$ cat src/sv/tms_pkg.sv
// Package with types and constants of the threshold map statistics block.
package tms_pkg;

   localparam logic [7:0]  ThrInvalid = 8'd255;
   localparam logic [12:0] CountMax   = 13'd8191;

   localparam int CntW      = 5;
   localparam int MeanQuoW  = 16;
   localparam int RmsQuoW   = 30;
   localparam int SqrtSteps = 15;

   typedef enum logic [3:0] {
      ST_ACCUM,
      ST_MULT,
      ST_DIFF,
      ST_DIV_MEAN,
      ST_RMS_LOAD,
      ST_DIV_RMS,
      ST_SQRT_LOAD,
      ST_SQRT,
      ST_OUT
   } tms_state_type;

   typedef struct packed {
      logic accum;
      logic mult;
      logic diff;
      logic div_load_mean;
      logic div_step;
      logic mean_save;
      logic div_load_rms;
      logic sqrt_load;
      logic sqrt_step;
      logic out_load;
   } tms_cmd_type;

   typedef struct packed {
      logic out_free;
   } tms_status_type;

endpackage

$ cat src/sv/tms_ctrl.sv
// Controller state machine of the threshold map statistics block.
module tms_ctrl import tms_pkg::*; (
   input  logic           clock,
   input  logic           reset,
   input  logic           req_valid,
   input  logic           req_last_pixel,
   output logic           req_stall,
   input  tms_status_type status,
   output tms_cmd_type    cmd
);

   tms_state_type   state_ff, state_in;
   logic [CntW-1:0] cnt_ff, cnt_in;

   always_ff @(posedge clock) begin
      if (reset) begin
         state_ff <= ST_ACCUM;
         cnt_ff   <= '0;
      end else begin
         state_ff <= state_in;
         cnt_ff   <= cnt_in;
      end
   end

   always_comb begin
      state_in  = state_ff;
      cnt_in    = cnt_ff;
      cmd       = '0;
      req_stall = 1'b1;
      case (state_ff)
         ST_ACCUM: begin
            req_stall = 1'b0;
            cmd.accum = req_valid;
            if (req_valid && req_last_pixel) begin
               state_in = ST_MULT;
            end
         end
         ST_MULT: begin
            cmd.mult = 1'b1;
            state_in = ST_DIFF;
         end
         ST_DIFF: begin
            cmd.diff          = 1'b1;
            cmd.div_load_mean = 1'b1;
            cnt_in            = CntW'(MeanQuoW - 1);
            state_in          = ST_DIV_MEAN;
         end
         ST_DIV_MEAN: begin
            cmd.div_step = 1'b1;
            cnt_in       = cnt_ff - 1'b1;
            if (cnt_ff == '0) begin
               state_in = ST_RMS_LOAD;
            end
         end
         ST_RMS_LOAD: begin
            cmd.mean_save    = 1'b1;
            cmd.div_load_rms = 1'b1;
            cnt_in           = CntW'(RmsQuoW - 1);
            state_in         = ST_DIV_RMS;
         end
         ST_DIV_RMS: begin
            cmd.div_step = 1'b1;
            cnt_in       = cnt_ff - 1'b1;
            if (cnt_ff == '0) begin
               state_in = ST_SQRT_LOAD;
            end
         end
         ST_SQRT_LOAD: begin
            cmd.sqrt_load = 1'b1;
            cnt_in        = CntW'(SqrtSteps - 1);
            state_in      = ST_SQRT;
         end
         ST_SQRT: begin
            cmd.sqrt_step = 1'b1;
            cnt_in        = cnt_ff - 1'b1;
            if (cnt_ff == '0) begin
               state_in = ST_OUT;
            end
         end
         ST_OUT: begin
            if (status.out_free) begin
               cmd.out_load = 1'b1;
               state_in     = ST_ACCUM;
            end
         end
         default: begin
            state_in = ST_ACCUM;
         end
      endcase
   end

endmodule

$ cat src/sv/tms_dpath.sv
// Datapath of the threshold map statistics block: accumulators, divider, root and result register.
module tms_dpath import tms_pkg::*; (
   input  logic           clock,
   input  logic           reset,
   input  tms_cmd_type    cmd,
   output tms_status_type status,
   input  logic [7:0]     req_threshold,
   input  logic [5:0]     req_pixel_col,
   input  logic [6:0]     req_pixel_row,
   output logic           rsp_valid,
   input  logic           rsp_stall,
   output logic [12:0]    rsp_valid_count,
   output logic           rsp_min_found,
   output logic [7:0]     rsp_min_value,
   output logic [5:0]     rsp_min_col,
   output logic [6:0]     rsp_min_row,
   output logic           rsp_max_found,
   output logic [7:0]     rsp_max_value,
   output logic [5:0]     rsp_max_col,
   output logic [6:0]     rsp_max_row,
   output logic [15:0]    rsp_mean_q8,
   output logic [15:0]    rsp_rms_q8
);

   logic [20:0] sum_ff;
   logic [28:0] sumsq_ff;
   logic [12:0] count_ff;
   logic [7:0]  min_ff, max_ff;
   logic [5:0]  min_col_ff, max_col_ff;
   logic [6:0]  min_row_ff, max_row_ff;

   logic [41:0] qn_ff, ss_ff, num_ff;

   logic [26:0]        rem_ff;
   logic [RmsQuoW-1:0] low_ff, quo_ff;
   logic [25:0]        dsr_ff;
   logic [27:0]        trial;
   logic [15:0]        mean_ff;

   logic [29:0] sq_v_ff, sq_res_ff, sq_bit_ff;
   logic [30:0] sq_sum;

   logic        rsp_valid_ff;
   logic [12:0] out_count_ff;
   logic        out_min_found_ff, out_max_found_ff;
   logic [7:0]  out_min_ff, out_max_ff;
   logic [5:0]  out_min_col_ff, out_max_col_ff;
   logic [6:0]  out_min_row_ff, out_max_row_ff;
   logic [15:0] out_mean_ff, out_rms_ff;

   logic        thr_ok;
   logic [15:0] thr_sq;

   assign thr_ok = (req_threshold != ThrInvalid) && (count_ff != CountMax);
   assign thr_sq = req_threshold * req_threshold;

   always_ff @(posedge clock) begin
      if (reset || cmd.out_load) begin
         sum_ff     <= '0;
         sumsq_ff   <= '0;
         count_ff   <= '0;
         min_ff     <= ThrInvalid;
         min_col_ff <= '0;
         min_row_ff <= '0;
         max_ff     <= '0;
         max_col_ff <= '0;
         max_row_ff <= '0;
      end else if (cmd.accum) begin
         if (thr_ok) begin
            sum_ff   <= sum_ff + 21'(req_threshold);
            sumsq_ff <= sumsq_ff + 29'(thr_sq);
            count_ff <= count_ff + 1'b1;
         end
         if ((req_threshold != 8'd0) && (req_threshold < min_ff)) begin
            min_ff     <= req_threshold;
            min_col_ff <= req_pixel_col;
            min_row_ff <= req_pixel_row;
         end
         if ((req_threshold > max_ff) && (req_threshold != ThrInvalid)) begin
            max_ff     <= req_threshold;
            max_col_ff <= req_pixel_col;
            max_row_ff <= req_pixel_row;
         end
      end
   end

   always_ff @(posedge clock) begin
      if (cmd.mult) begin
         qn_ff <= 42'(sumsq_ff * count_ff);
         ss_ff <= 42'(sum_ff * sum_ff);
      end
      if (cmd.diff) begin
         num_ff <= qn_ff - ss_ff;
      end
   end

   assign trial = {rem_ff, low_ff[RmsQuoW-1]} - {2'b00, dsr_ff};

   always_ff @(posedge clock) begin
      if (cmd.div_load_mean) begin
         rem_ff <= {14'd0, sum_ff[20:8]};
         low_ff <= {sum_ff[7:0], 22'd0};
         quo_ff <= '0;
         dsr_ff <= 26'(count_ff);
      end else if (cmd.div_load_rms) begin
         rem_ff <= num_ff[40:14];
         low_ff <= {num_ff[13:0], 16'd0};
         quo_ff <= '0;
         dsr_ff <= 26'(count_ff * count_ff);
      end else if (cmd.div_step) begin
         low_ff <= {low_ff[RmsQuoW-2:0], 1'b0};
         if (!trial[27]) begin
            rem_ff <= trial[26:0];
            quo_ff <= {quo_ff[RmsQuoW-2:0], 1'b1};
         end else begin
            rem_ff <= {rem_ff[25:0], low_ff[RmsQuoW-1]};
            quo_ff <= {quo_ff[RmsQuoW-2:0], 1'b0};
         end
      end
      if (cmd.mean_save) begin
         mean_ff <= quo_ff[15:0];
      end
   end

   assign sq_sum = {1'b0, sq_res_ff} + {1'b0, sq_bit_ff};

   always_ff @(posedge clock) begin
      if (cmd.sqrt_load) begin
         sq_v_ff   <= quo_ff;
         sq_res_ff <= '0;
         sq_bit_ff <= 30'd1 << 28;
      end else if (cmd.sqrt_step) begin
         if ({1'b0, sq_v_ff} >= sq_sum) begin
            sq_v_ff   <= sq_v_ff - sq_sum[29:0];
            sq_res_ff <= (sq_res_ff >> 1) + sq_bit_ff;
         end else begin
            sq_res_ff <= sq_res_ff >> 1;
         end
         sq_bit_ff <= sq_bit_ff >> 2;
      end
   end

   always_ff @(posedge clock) begin
      if (reset) begin
         rsp_valid_ff <= 1'b0;
      end else if (cmd.out_load) begin
         rsp_valid_ff <= 1'b1;
      end else if (!rsp_stall) begin
         rsp_valid_ff <= 1'b0;
      end
   end

   always_ff @(posedge clock) begin
      if (cmd.out_load) begin
         out_count_ff     <= count_ff;
         out_min_found_ff <= (min_ff != ThrInvalid);
         out_min_ff       <= min_ff;
         out_min_col_ff   <= min_col_ff;
         out_min_row_ff   <= min_row_ff;
         out_max_found_ff <= (max_ff != 8'd0);
         out_max_ff       <= max_ff;
         out_max_col_ff   <= max_col_ff;
         out_max_row_ff   <= max_row_ff;
         out_mean_ff      <= (count_ff == '0) ? 16'd0 : mean_ff;
         out_rms_ff       <= (count_ff == '0) ? 16'd0 : sq_res_ff[15:0];
      end
   end

   assign status.out_free = !rsp_valid_ff || !rsp_stall;

   assign rsp_valid       = rsp_valid_ff;
   assign rsp_valid_count = out_count_ff;
   assign rsp_min_found   = out_min_found_ff;
   assign rsp_min_value   = out_min_ff;
   assign rsp_min_col     = out_min_col_ff;
   assign rsp_min_row     = out_min_row_ff;
   assign rsp_max_found   = out_max_found_ff;
   assign rsp_max_value   = out_max_ff;
   assign rsp_max_col     = out_max_col_ff;
   assign rsp_max_row     = out_max_row_ff;
   assign rsp_mean_q8     = out_mean_ff;
   assign rsp_rms_q8      = out_rms_ff;

endmodule

$ cat src/sv/threshold_map_statistics.sv
// Top level of the threshold map statistics block.
// Pixels are taken one per cycle while the input is not stalled; each is folded into the accumulators.
// After the last pixel the input stalls while the products are formed and through a 16-step
// and a 30-step pass of one shared restoring divider and a 15-step square root.
// The result is registered once the output is free after the root; a stalled result holds it back.
// Synchronous active-high reset clears the control state and the accumulators.
module threshold_map_statistics import tms_pkg::*; (
   input  logic        clock,
   input  logic        reset,
   input  logic        req_valid,
   output logic        req_stall,
   input  logic [7:0]  req_threshold,
   input  logic [5:0]  req_pixel_col,
   input  logic [6:0]  req_pixel_row,
   input  logic        req_last_pixel,
   output logic        rsp_valid,
   input  logic        rsp_stall,
   output logic [12:0] rsp_valid_count,
   output logic        rsp_min_found,
   output logic [7:0]  rsp_min_value,
   output logic [5:0]  rsp_min_col,
   output logic [6:0]  rsp_min_row,
   output logic        rsp_max_found,
   output logic [7:0]  rsp_max_value,
   output logic [5:0]  rsp_max_col,
   output logic [6:0]  rsp_max_row,
   output logic [15:0] rsp_mean_q8,
   output logic [15:0] rsp_rms_q8
);

   tms_cmd_type    cmd;
   tms_status_type status;

   tms_ctrl u_ctrl (
      .clock          (clock),
      .reset          (reset),
      .req_valid      (req_valid),
      .req_last_pixel (req_last_pixel),
      .req_stall      (req_stall),
      .status         (status),
      .cmd            (cmd)
   );

   tms_dpath u_dpath (
      .clock           (clock),
      .reset           (reset),
      .cmd             (cmd),
      .status          (status),
      .req_threshold   (req_threshold),
      .req_pixel_col   (req_pixel_col),
      .req_pixel_row   (req_pixel_row),
      .rsp_valid       (rsp_valid),
      .rsp_stall       (rsp_stall),
      .rsp_valid_count (rsp_valid_count),
      .rsp_min_found   (rsp_min_found),
      .rsp_min_value   (rsp_min_value),
      .rsp_min_col     (rsp_min_col),
      .rsp_min_row     (rsp_min_row),
      .rsp_max_found   (rsp_max_found),
      .rsp_max_value   (rsp_max_value),
      .rsp_max_col     (rsp_max_col),
      .rsp_max_row     (rsp_max_row),
      .rsp_mean_q8     (rsp_mean_q8),
      .rsp_rms_q8      (rsp_rms_q8)
   );

endmodule

$ cat config.mk
export PLATFORM = sky130hd
export DESIGN_NAME = threshold_map_statistics
export DESIGN_NICKNAME = d
export VERILOG_FILES = /design/src/sv/tms_pkg.sv /design/src/sv/tms_ctrl.sv /design/src/sv/tms_dpath.sv /design/src/sv/threshold_map_statistics.sv
export SDC_FILE = /design/constraint.sdc
export NUM_CORES = 2
export LEC_CHECK = 0
export CAP_MARGIN = 5
export CORE_UTILIZATION = 60
export CTS_CLUSTER_SIZE = 24
export DETAILED_ROUTE_END_ITERATION = 12
export DONT_BUFFER_PORTS = 1
export PLACE_DENSITY = 0.83
export SYNTH_ARGS = -nofsm -noshare
export SYNTH_HDL_FRONTEND = slang
export SYNTH_SLANG_ARGS = --single-unit
$ cat constraint.sdc
create_clock -name clock -period 12.3 [get_ports clock]
set_clock_uncertainty 0.05 [all_clocks]
set_input_delay 2.46 -clock clock [delete_from_list [all_inputs] [get_ports clock]]
set_output_delay 2.46 -clock clock [all_outputs]
set_load 0.03 [all_outputs]
======== Word level (Yosys, flattened, before mapping) ========
Cells that the tools add are included.
W data, S select, Z words.
operators by class
  multipliers ............................. 4
  muxes and demuxes ....................... 33
  reductions and logical operators ........ 27
  eq/ne operators ......................... 17
  $add $sub $neg .......................... 9
  order comparisons ....................... 3
operators by type and width
  kind                     count
  $mux W30                 7
  $mux W27                 3
  $mul A21 B21 Y41         1
  $mul A29 B13 Y41         1
  $sub A41 B41 Y41         1
  $mux W13                 3
  $pmux W4 S9              1
  $add A30 B29 Y31         1
  $ge A30 B31 Y1           1
  $add A29 B29 Y30         1
  $sub A30 B30 Y30         1
  $add A29 B16 Y29         1
  $sub A28 B26 Y28         1
  $mul A13 B13 Y26         1
  $add A21 B8 Y21          1
  $mux W4                  5
  $pmux W5 S4              1
  $eq A4 B3 Y1 const B     4
  $mul A8 B8 Y16           1
  $ne A8 B8 Y1 const B     2
  $reduce_bool A8 Y1       2
  $add A13 B1 Y13 const B  1
  $logic_not A13 Y1        1
  $ne A13 B13 Y1 const B   1
  22 further kinds         50
storage, ports and cells
  logic and storage cells ................. 130
  output and inout port bits .............. 91
  input port bits ......................... 26
  register bits ........................... 515

======== Logic depth before layout (Yosys ltp) ========
  depth after elaboration ................. 6
  depth in mapped cells ................... 29

======== Hierarchy ========
From an unflattened synthesis, not the netlist that was laid out.
second synthesis, totals
  cells, all modules ...................... 5973
  area, all modules ....................... 56733.2 um^2
by module, submodules not included
  module     area an instance (um^2)  times used  cells each
  tms_dpath  56091.3                  1           5897
  tms_ctrl   641.9                    1           76

======== Worst setup path before layout ========
OpenSTA, ideal clock, no wires.
  kind .................................... in2reg
  start point ............................. in rsp_stall
  end point ............................... reg u_dpath.count_ff[0]
  stages .................................. 6
  library setup time ...................... 0.128 ns
  arrival ................................. 8.206 ns
  slack ................................... 3.916 ns
  data required time ...................... 12.122 ns
  cell sequence ........................... a21oi_1 -> or2_2 -> clkbuf_1 -> clkbuf_1 -> buf_1 -> nor2_1
between the ends
  longest elaborated chain between the ends .. 5
RTL lines
  element                 RTL line                        RTL
  start: declaration      threshold_map_statistics.sv:17  input logic rsp_stall,
  $logic_not A1 Y1        --
  $logic_or A1 B1 Y1      tms_dpath.sv:169                assign status.out_free = !rsp_valid_ff || !rsp_stall;
  $mux W1                 tms_ctrl.sv:81                  if (status.out_free) begin
  $mux W1                 tms_ctrl.sv:30                  case (state_ff)
  $logic_or A1 B1 Y1      tms_dpath.sv:58                 if (reset || cmd.out_load) begin
  end signal: assignment  tms_dpath.sv:72                 count_ff <= count_ff + 1'b1;
  end: declaration        tms_dpath.sv:27                 logic [12:0] count_ff;
No other way between the ends.
A chain may end at the register's enable or synchronous reset.

======== Worst setup path in the final report ========
  start point ............................. reg u_dpath.sum_ff[11]
  end point ............................... reg u_dpath.ss_ff[37] (data pin)
between the ends
  longest elaborated chain between the ends .. 1
RTL lines
  element                   RTL line         RTL
  start: declaration        tms_dpath.sv:25  logic [20:0] sum_ff;
  start signal: assignment  tms_dpath.sv:70  sum_ff <= sum_ff + 21'(req_threshold);
  $mul A21 B21 Y41          tms_dpath.sv:90  ss_ff <= 42'(sum_ff * sum_ff);
  end signal: assignment    tms_dpath.sv:90
  end: declaration          tms_dpath.sv:32  logic [41:0] qn_ff, ss_ff, num_ff;
No other way between the ends.

==> summary.md <==
| Metric | Value |
|---|---|
| CTS clk-pin slew, worst paths | 0.06 ns |
| Count leader, synth | inv_1 |
| Post-route ant nets | 0 |
| Worst r2r path cells | 23 |
| R2R Setup Slk | 3.90 ns |
| Initial DRT Pass Iterations | 6 |
| Fmax | 0.1190 GHz |
| Post-place setup slack | 4.105 ns |
| Vias | 42090 |
| Worst slew pin tran | 1.185 ns |
| Synth warn | 0 |
| Die area | 94440 um^2 |
| Asr flop ratio synth | 0% |
| WL final | 140.6 mm |
| Setup Viol. Count Final | 0 |
| Initial Util | 60.83% |
| Postcts setup bufs | 0 |
| Total power draw | 8.383 mW |
| Largest net degree at the start of global routing | 78 |
| DR vias/cell | 5.892 |
| Most used DFF post-synth | edfxtp_1 |
| Slew Viols, Final | 0 |
| Reg2reg start | u_dpath.sum_ff[11] |
| Port-buffer cells | 0 |
| First-pass GRT wire length | 227.9 mm |
| Peak supply drop | 0.1712 mV |
| Fill count | 7037 |
| Yosys top cell area share | 26.67% |
| H-tree depth | 2 |
| CTS tree | built |
| I/O Pins | 117 |
| Max-cap violations | 0 |
| Layout area overhead | 5.557% |
| Reg area | 13210 um^2 |
| CP Max Fanout | 15 |
| Hold buffers post-CTS | 0 |
| Largest area contributor in the netlist | fa_1 |
| All-Layer GR Usage | 30.42% |
| Setup TNS | 0 ns |
| Final WS setup | 3.895 ns |
| Root buf cell | clkbuf_16 |
| Period minus WS final | 8.405 ns |
| Initial drt markers | 3298 |
| Clk buf depth | 3 |
| Critical path arrival | 8.86 ns |
| Chip height | 307.3 um |
| Share of cells above drive strength 1 | 3.678% |
| Post-detail-place hpwl | 106.0 mm |
| Core area | 91940 um^2 |
| Final period util | 68.33% |
| Leakage | 27.81 nW |
| EDFF count, synth | 291 |
| Mapped Area | 55930 um^2 |
| Critical path capture point type | flip-flop |
| Setup CP Type | flip-flop to flip-flop |
| Syn Nets | 7258 |
| Synth Instances | 5989 |
| Vias in the first global route | 43450 |
| RSZ-0062 raised after global routing | no |
| Netlist cell types | 88 |
| Core Rows | 111 |
| Syn avg cell area | 9.339 um^2 |
| Placer Congestion | 1.008 |
| Seq/Total Area, Yosys | 23.61% |
| Clock Latency Late Sink | 0.68 ns |
| Resize count post-CTS | 0 |
| Hold Path End | u_dpath.rsp_min_col[0] |
| WL/cell | 19.69 um |
| Antenna diode count | 0 |
| Startpoint types | flip-flop |
| Yosys reg bits | 514 |
| Worst r2r dst | u_dpath.ss_ff[37] |
| Area of the multi-input gates | 38040 um^2 |
| Top cells by area, synth | fa_1 27%, edfxtp_1 16%, ha_1 11%, dfxtp_1 8.0%, inv_1 6.8% |
| Rel. slew slack | 20.81% |
| Worst hold start | u_dpath.min_col_ff[0] |
| Most frequent cells after synthesis | 1007 x inv_1, 751 x nand2_1, 745 x fa_1 |
| CTS buffer count | 57 |
| Hold Path Depth | 0 |
| Post-detailed-route DRC marker count | 0 |
| Outcome | complete, no violations |
| Congestion Overflow GR | 0 |
| Die width | 307.3 um |
| Clk sinks | 514 |
| Data required, critical path | 12.75 ns |
| Fin. Hold Viols | 0 |
| Nets | 7121 |
| Power per cell area | 142.0 nW/um^2 |
| Min-Delay Path Class | flip-flop to flip-flop |
| Initial antenna violation count | 1 |
[worst max-delay path: stages, from the launching register on]
cell,delay (ns)
dfxtp_1,0.79
buf_4,0.37
nand2_1,0.15
fa_1,0.61
fa_1,0.44
fa_1,0.49
inv_1,0.06
fa_1,0.51
inv_1,0.06
fa_1,0.59
fa_1,0.45
fa_1,0.51
inv_1,0.05
ha_1,0.37
a21oi_1,0.10
o21ai_0,0.25
nor4_1,0.10
or3b_2,0.48
nand3_1,0.18
a311oi_1,0.14
o31ai_1,0.68
a221o_1,0.34
mux2_2,0.36
o2111ai_1,0.10
[registers in the layout, indices dropped and copies added, names as in the netlist, 15 cells and up]
name	cells
u_dpath.qn_ff	41
u_dpath.sumsq_ff	29
u_dpath.rsp_rms_q8	16
u_dpath.mean_ff	16
u_dpath.sq_v_ff	30
u_dpath.sum_ff	21
u_dpath.rsp_mean_q8	16
u_dpath.rem_ff	27
u_dpath.quo_ff	30
u_dpath.dsr_ff	26
u_dpath.num_ff	41
u_dpath.sq_res_ff	30
u_dpath.ss_ff	40
u_dpath.sq_bit_ff	15
[stage by stage]
stage	instances	hold slack [ns]	area (um^2)	util, %
finish	7143	0.3821	59040	64.21
global route	7143	0.3957	59040	64.21
CTS	7143	0.3827	59040	64.21
detailed placement	7036	0.3637	56990	61.99
global placement	7036	0.3625	56990	61.99
floorplan	5989	0.3564	55930	-
[worst max-delay path by stage]
| stage | startpoint | endpoint | slack, ns | cells after the start |
|---|---|---|---|---|
| 2_1_floorplan | rsp_stall | u_dpath.count_ff[0] | 3.92 | 6 |
| 3_3_place_gp | u_dpath.sum_ff[7] | u_dpath.ss_ff[37] | 4.21 | 24 |
| 3_5_place_dp | u_dpath.sum_ff[4] | u_dpath.ss_ff[37] | 4.11 | 22 |
| 4_1_cts | u_dpath.sum_ff[11] | u_dpath.ss_ff[37] | 4.03 | 23 |
| 5_1_grt | u_dpath.sum_ff[7] | u_dpath.ss_ff[37] | 3.62 | 24 |
| 6_report | u_dpath.sum_ff[11] | u_dpath.ss_ff[37] | 3.90 | 23 |
[metal layers]
layer  vias to the layer above  GRT usage [%]  wire length [um]
met5                         -              0                13
met4                         2          12.67              6391
met3                       372          6.435             13150
met2                      1861          50.43             66600
met1                     20830          38.67             54470
li1                      19020              -                 -
[kinds of logic (layout without fill, tap and decap cells)]
group | Yosys count | after routing | share of synthesized area [%]
AOI/OAI and AO/OA | 927 | 927 | 10.42
xor gates and xnor gates | 290 | 290 | 4.541
DFF | 514 | 514 | 23.61
adders and majority gates | 1243 | 1243 | 37.81
and+or+nand+nor | 1695 | 1695 | 14.00
buffers and inverters | 1258 | 1169 | 8.499
muxes | 62 | 62 | 1.123
[layout by cell type, fill, tap and decap left out, drive strengths merged, types with 10 or more instances in the layout]
| cell type | netlist | final |
|---|---|---|
| a211oi | 31 | 31 |
| a21boi | 13 | 13 |
| a21o | 101 | 101 |
| a21oi | 329 | 329 |
| a22o | 11 | 11 |
| a22oi | 24 | 24 |
| a31o | 11 | 11 |
| a31oi | 53 | 53 |
| and2 | 275 | 275 |
| and3 | 16 | 16 |
| buf | 30 | 53 |
| bufinv | 0 | 10 |
| clkbuf | 219 | 67 |
| clkinv | 0 | 23 |
| dfxtp | 223 | 223 |
| edfxtp | 291 | 291 |
| fa | 745 | 745 |
| ha | 498 | 498 |
| inv | 1009 | 1013 |
| mux2i | 56 | 56 |
| nand2 | 751 | 751 |
| nand2b | 23 | 23 |
| nand3 | 62 | 62 |
| nand3b | 10 | 10 |
| nand4 | 29 | 29 |
| nor2 | 335 | 335 |
| nor2b | 39 | 39 |
| nor3 | 56 | 56 |
| nor3b | 11 | 11 |
| nor4 | 22 | 22 |
| o211ai | 14 | 14 |
| o21a | 36 | 36 |
| o21ai | 168 | 168 |
| o21bai | 29 | 29 |
| o22ai | 23 | 23 |
| o31ai | 11 | 11 |
| or2 | 17 | 17 |
| or3 | 26 | 26 |
| xnor2 | 190 | 190 |
| xor2 | 100 | 100 |
[cell type report]
class                   count  share of cell area [%]
flip-flops and latches    514                   22.38
well taps                1243                   2.634
multi-input cells        4217                   64.43
clock buffers              67                   2.531
inverters                1009                   6.415
clock inverters            40                  0.9368
repair buffers             53                  0.6740
[report_power, final]
group          switching [mW]  total (mW)  leakage (nW)  internal [mW]
clock                   0.776        1.87         0.993           1.09
combinational            2.20        3.59          22.3           1.38
sequential              0.543        2.93          4.53           2.39
total                    3.52        8.38          27.8           4.86
No activity file was read; power rests on OpenSTA's default activity.
